### src/lcc_pkg.sv
package lcc_pkg;

  // Graph capacity
  localparam int unsigned MAX_NODES  = 1024;
  localparam int unsigned MAX_EDGES  = 8192;
  localparam int unsigned MAX_DEGREE = 64;

  // Field widths
  localparam int unsigned OP_W    = 2;
  localparam int unsigned IDX_W   = 13;
  localparam int unsigned VAL_W   = 14;
  localparam int unsigned NODE_W  = 13;
  localparam int unsigned DEGO_W  = 14;
  localparam int unsigned ECNT_W  = 11;
  localparam int unsigned COEF_W  = 16;

  // Internal widths
  localparam int unsigned OFF_AW  = $clog2(MAX_NODES + 1);
  localparam int unsigned EDGE_AW = $clog2(MAX_EDGES);
  localparam int unsigned BUF_AW  = $clog2(MAX_DEGREE);
  localparam int unsigned DEG_W   = $clog2(MAX_DEGREE + 1);
  localparam int unsigned DEN_W   = $clog2(MAX_DEGREE * (MAX_DEGREE - 1) + 1);
  localparam int unsigned CNT_W   = $clog2(MAX_DEGREE * MAX_EDGES + 1);
  localparam int unsigned STEP_W  = $clog2(COEF_W);

  localparam logic [ECNT_W-1:0] EDGE_COUNT_MAX = ECNT_W'(2016);
  localparam logic [COEF_W-1:0] COEF_MAX       = '1;

  // Operation codes
  localparam logic [OP_W-1:0] OP_LOAD_OFFSET = 2'd0;
  localparam logic [OP_W-1:0] OP_LOAD_EDGE   = 2'd1;
  localparam logic [OP_W-1:0] OP_QUERY       = 2'd2;

  // Controller to datapath commands
  typedef struct packed {
    logic load;        // write a table entry from the inputs
    logic latch_node;  // take the queried node
    logic off_next;    // address offset of node + 1
    logic latch_a;
    logic latch_b;
    logic set_k;       // take degree and first edge slot of the query
    logic out_early;   // report small degree or overflow
    logic gather_sel;  // address edge table at lo + i
    logic buf_wr;
    logic i_clr;
    logic i_inc;
    logic latch_v;     // take neighbor value and make it the node
    logic set_e;
    logic latch_t;
    logic buf_sel_j;
    logic j_clr;
    logic j_inc;
    logic e_inc;
    logic cnt_inc;
    logic den_calc;
    logic div_init;
    logic div_step;
    logic out_final;
  } cmd_t;

  // Datapath to controller status
  typedef struct packed {
    logic deg_small;
    logic deg_big;
    logic last_i;
    logic e_done;
    logic hit;
    logic last_j;
    logic div_sat;
    logic div_last;
  } sts_t;

endpackage

### src/lcc_ctrl.sv
module lcc_ctrl (
  input  logic                        clk_i,
  input  logic                        rst_ni,
  input  logic                        start_i,
  input  logic [lcc_pkg::OP_W-1:0]    operation_i,
  input  lcc_pkg::sts_t               sts_i,
  output lcc_pkg::cmd_t               cmd_o,
  output logic                        busy_o
);
  import lcc_pkg::*;

  localparam logic [4:0] S_IDLE   = 5'd0;
  localparam logic [4:0] S_Q_OFF0 = 5'd1;
  localparam logic [4:0] S_Q_OFF1 = 5'd2;
  localparam logic [4:0] S_Q_OFF2 = 5'd3;
  localparam logic [4:0] S_Q_EVAL = 5'd4;
  localparam logic [4:0] S_G_RD   = 5'd5;
  localparam logic [4:0] S_G_WR   = 5'd6;
  localparam logic [4:0] S_O_RD   = 5'd7;
  localparam logic [4:0] S_O_V    = 5'd8;
  localparam logic [4:0] S_N_OFF0 = 5'd9;
  localparam logic [4:0] S_N_OFF1 = 5'd10;
  localparam logic [4:0] S_N_OFF2 = 5'd11;
  localparam logic [4:0] S_N_EVAL = 5'd12;
  localparam logic [4:0] S_E_CHK  = 5'd13;
  localparam logic [4:0] S_E_RD   = 5'd14;
  localparam logic [4:0] S_E_T    = 5'd15;
  localparam logic [4:0] S_S_RD   = 5'd16;
  localparam logic [4:0] S_S_CMP  = 5'd17;
  localparam logic [4:0] S_D_MUL  = 5'd18;
  localparam logic [4:0] S_D_INIT = 5'd19;
  localparam logic [4:0] S_D_STEP = 5'd20;
  localparam logic [4:0] S_D_OUT  = 5'd21;

  logic [4:0] state_q, state_d;
  cmd_t       cmd;

  // Take loads in idle; sequence one query through range fetch, gather, tail search and divide
  always_comb begin
    state_d = state_q;
    cmd     = '0;
    unique case (state_q)
      S_IDLE: begin
        if (start_i) begin
          cmd.load       = 1'b1;
          cmd.latch_node = 1'b1;
          if (operation_i == OP_QUERY) begin
            state_d = S_Q_OFF0;
          end
        end
      end
      S_Q_OFF0: state_d = S_Q_OFF1;
      S_Q_OFF1: begin
        cmd.latch_a  = 1'b1;
        cmd.off_next = 1'b1;
        state_d      = S_Q_OFF2;
      end
      S_Q_OFF2: begin
        cmd.latch_b = 1'b1;
        state_d     = S_Q_EVAL;
      end
      S_Q_EVAL: begin
        cmd.set_k = 1'b1;
        if (sts_i.deg_small || sts_i.deg_big) begin
          cmd.out_early = 1'b1;
          state_d       = S_IDLE;
        end else begin
          cmd.i_clr = 1'b1;
          state_d   = S_G_RD;
        end
      end
      S_G_RD: begin
        cmd.gather_sel = 1'b1;
        state_d        = S_G_WR;
      end
      S_G_WR: begin
        cmd.buf_wr = 1'b1;
        if (sts_i.last_i) begin
          cmd.i_clr = 1'b1;
          state_d   = S_O_RD;
        end else begin
          cmd.i_inc = 1'b1;
          state_d   = S_G_RD;
        end
      end
      S_O_RD: state_d = S_O_V;
      S_O_V: begin
        cmd.latch_v = 1'b1;
        state_d     = S_N_OFF0;
      end
      S_N_OFF0: state_d = S_N_OFF1;
      S_N_OFF1: begin
        cmd.latch_a  = 1'b1;
        cmd.off_next = 1'b1;
        state_d      = S_N_OFF2;
      end
      S_N_OFF2: begin
        cmd.latch_b = 1'b1;
        state_d     = S_N_EVAL;
      end
      S_N_EVAL: begin
        cmd.set_e = 1'b1;
        state_d   = S_E_CHK;
      end
      S_E_CHK: begin
        if (!sts_i.e_done) begin
          state_d = S_E_RD;
        end else if (sts_i.last_i) begin
          state_d = S_D_MUL;
        end else begin
          cmd.i_inc = 1'b1;
          state_d   = S_O_RD;
        end
      end
      S_E_RD: state_d = S_E_T;
      S_E_T: begin
        cmd.latch_t = 1'b1;
        cmd.j_clr   = 1'b1;
        state_d     = S_S_RD;
      end
      S_S_RD: begin
        cmd.buf_sel_j = 1'b1;
        state_d       = S_S_CMP;
      end
      S_S_CMP: begin
        if (sts_i.hit) begin
          cmd.cnt_inc = 1'b1;
          cmd.e_inc   = 1'b1;
          state_d     = S_E_CHK;
        end else if (sts_i.last_j) begin
          cmd.e_inc = 1'b1;
          state_d   = S_E_CHK;
        end else begin
          cmd.j_inc = 1'b1;
          state_d   = S_S_RD;
        end
      end
      S_D_MUL: begin
        cmd.den_calc = 1'b1;
        state_d      = S_D_INIT;
      end
      S_D_INIT: begin
        cmd.div_init = 1'b1;
        state_d      = sts_i.div_sat ? S_D_OUT : S_D_STEP;
      end
      S_D_STEP: begin
        cmd.div_step = 1'b1;
        if (sts_i.div_last) begin
          state_d = S_D_OUT;
        end
      end
      S_D_OUT: begin
        cmd.out_final = 1'b1;
        state_d       = S_IDLE;
      end
      default: state_d = S_IDLE;
    endcase
  end

  always_ff @(posedge clk_i or negedge rst_ni) begin
    if (!rst_ni) begin
      state_q <= S_IDLE;
    end else begin
      state_q <= state_d;
    end
  end

  assign cmd_o  = cmd;
  assign busy_o = (state_q != S_IDLE);

endmodule

### config.mk
export PLATFORM = sky130hd
export DESIGN_NAME = lcc_ctrl
export DESIGN_NICKNAME = d
export VERILOG_FILES = /design/src/lcc_pkg.sv /design/src/lcc_ctrl.sv
export SDC_FILE = /design/constraint.sdc
export NUM_CORES = 1
export LEC_CHECK = 0
export BUFFER_PORTS_ARGS = -buffer_cell sky130_fd_sc_hd__buf_2
export CORE_ASPECT_RATIO = 0.5
export CORE_MARGIN = 3
export CORE_UTILIZATION = 25
export DETAILED_ROUTE_END_ITERATION = 6
export PLACE_DENSITY = 0.57
export SETUP_SLACK_MARGIN = 0.3
export SLEW_MARGIN = 20
export SYNTH_ARGS = -nofsm -noshare
export SYNTH_HDL_FRONTEND = slang
export SYNTH_SLANG_ARGS = --single-unit
### constraint.sdc
create_clock -name clk_i -period 1.7 [get_ports clk_i]
set_input_delay 0.085 -clock clk_i [delete_from_list [all_inputs] [get_ports clk_i]]
set_output_delay 0.085 -clock clk_i [all_outputs]
set_load 0.02 [all_outputs]
==> flow_metrics.tcl <==
set metrics [dict create \
    status "completed" \
    ys_warn_count 0 \
    grt_use_total_pct 15.9 \
    cts_buffers 3 \
    setup_slack_ns 0.0801 \
    diodes 0 \
    hold_violations 0 \
    p_per_area_nw_per_um2 1620 \
    place_ws_ns 0.113 \
    cts_tree "done" \
    dp_hpwl_mm 1.86 \
    largest_register_ffs 5 \
    grt_overflow_total 0 \
    tightest_slew_ns 0.330 \
    viasPerCell 4.89 \
    ant_nets 0 \
    fmax_mhz 617 \
    nFillCells 206 \
    root_buffer "clkbuf_8" \
    finalPower_w 0.00222 \
    drv_cap 0 \
    crit_path_start_kind "flop" \
    synth.distinct_cells 40 \
    required_ns 1.62 \
    multi_input_area_um2 631 \
    final_cell_mix "buf_4 (32), buf_6 (16), buf_2 (14)" \
    drt-wirelength-per-cell_um 14.5 \
    dieArea_um2 3400 \
    regArea_um2 128 \
    synth_area_um2 676 \
    layout_commonest_cell "buf_4" \
    regMostFlops "state_q" \
    reg2reg_from "state_q[2]" \
    start_util_pct 28.3 \
    top_regs "state_q: 5 flops" \
    synth_edf_count 0 \
    first_global_vias 845 \
    maxSlewViolCount 0 \
    synth_fp_nets 111 \
    gp_congestion 0.802 \
    hp-class "primary input to flop" \
    syn_avg_cell_area_um2 6.89 \
    core_area_um2 2390 \
    dp.cells 168 \
    rsz0062_at_grt "true" \
    fp.dieH_um 42.8 \
    final_cell_count_no_fill 189 \
    synth_seq_area_share_pct 18.5 \
    antenna_found_initial 0 \
    startpoint "state_q[2]" \
    drt_iter0_drc 38 \
    die_width_um 79.5 \
    criticalPathCategory "flop to primary output" \
    drive_gt1_share_pct 63.0 \
    skew_ns 0.00501 \
    io_pins 37 \
    nNetsFinal 168 \
    drtPass1Iterations 4 \
    crit_path_end_kind "primary output" \
    clkTransAtPathRegs_ns 0.04 \
    area.growth.synth_to_final_pct 102 \
    max_slew_margin_pct 77.9 \
    rows 12 \
    fin_crit_sh_pct 95.3 \
    cp.arrival_ns 1.53 \
    irDropWorstVdd_mv 0.602 \
    grt_max_degree 15 \
    htreeDepth 1 \
    clkLatencyLatePin_ns 0.22 \
    synth-seq-cells 5 \
    synthArstFlopShare_pct 100 \
    syn_inst 98 \
    clock_sinks 5 \
    min-delay-start "operation_i[0]" \
    drt-total-wl_mm 2.73 \
    fin_util_pct 57.2 \
    grt_pass1_wl_mm 4.24 \
    leakagePower_nw 0.614 \
    min_period_ns 1.62 \
    final.setup.tns_ns 0 \
    clk_path_buf_depth 2 \
    setup_viol 0 \
    vias 925 \
    portBuffers 36 \
    drc 0 \
    cp_max_fo 6 \
    synth_ff_type "dfrtp_1" \
]
-- cell families (layout without fill, tap and decap cells) --
logic type | count (synthesis) | in the layout | synth area share (%)
and+or+nand+nor | 54 | 54 | 44.4
DFF | 5 | 5 | 18.5
buffers and inverters | 15 | 71 | 11.5
AOI/OAI and AO/OA | 24 | 24 | 25.6
-- stage by stage --
stage          hold WS, ns  area, µm²
2_1_floorplan       -0.211        751
3_3_place_gp       -0.0844        967
3_5_place_dp       -0.0872        967
4_1_cts              0.147       1200
5_1_grt              0.161       1370
6_report             0.148       1370
-- repair_timing --
action	in CTS	in global routing
gates resized for setup	42	26
pin swaps	10	7
gates cloned	0	1
hold buffers	1	0
buffers inserted	7	8
setup endpoints to repair	28	28
endpoints found under the hold margin	5	0
-- path summary, 6_finish.rpt --
| path | endpoint | slack [ns] | depth (start not counted) |
|---|---|---|---|
| hold reg to reg | state_q[1] | 0.75 | 2 |
| setup / recovery | cmd_o[3] | 0.08 | 4 |
| setup reg to reg | state_q[0] | 0.19 | 4 |
| min in group asynchronous | state_q[1] | 0.21 | 2 |
| hold / removal | state_q[0] | 0.15 | 3 |
| max in group asynchronous | state_q[2] | 1.33 | 2 |
-- report_power, final --
part | switching, W | internal, W
clock | 0.0000638 | 0.000161
combinational | 0.000903 | 0.000841
sequential | 0.0000708 | 0.000174
total | 0.00104 | 0.00118
-- critical path: stages (launching register included) --
cell and delay (ns):
dfrtp_2 0.43, or3b_4 0.48, buf_4 0.17, nor2_1 0.09
buf_4 0.15
-- Yosys cell counts, types with 3 or more instances --
cell type / n / area [µm²]
nor3_1: 7 / 35.0
nor2_1: 16 / 60.1
inv_1: 4 / 15.0
dfrtp_1: 5 / 125
nand2b_1: 4 / 25.0
nand2_1: 8 / 30.0
clkbuf_1: 4 / 15.0
buf_4: 3 / 22.5
o21ai_0: 3 / 15.0
a21oi_1: 7 / 35.0
-- metal layers --
layer / wire length, µm / global-route usage [%]
met5: 0 / 0
met4: 0 / 3.08
met3: 148 / 4.87
met2: 1300 / 23.9
met1: 1290 / 22.2
-- layout make-up --
class                      count  area share (%)
clock buffer                   4            3.30
inverter                       4            1.28
multi-input combinational     78            46.2
sequential                     5            9.35
tap                           35            3.21
timing repair buffer          63            36.7
Note: power is estimated with default switching activity, not from simulation.
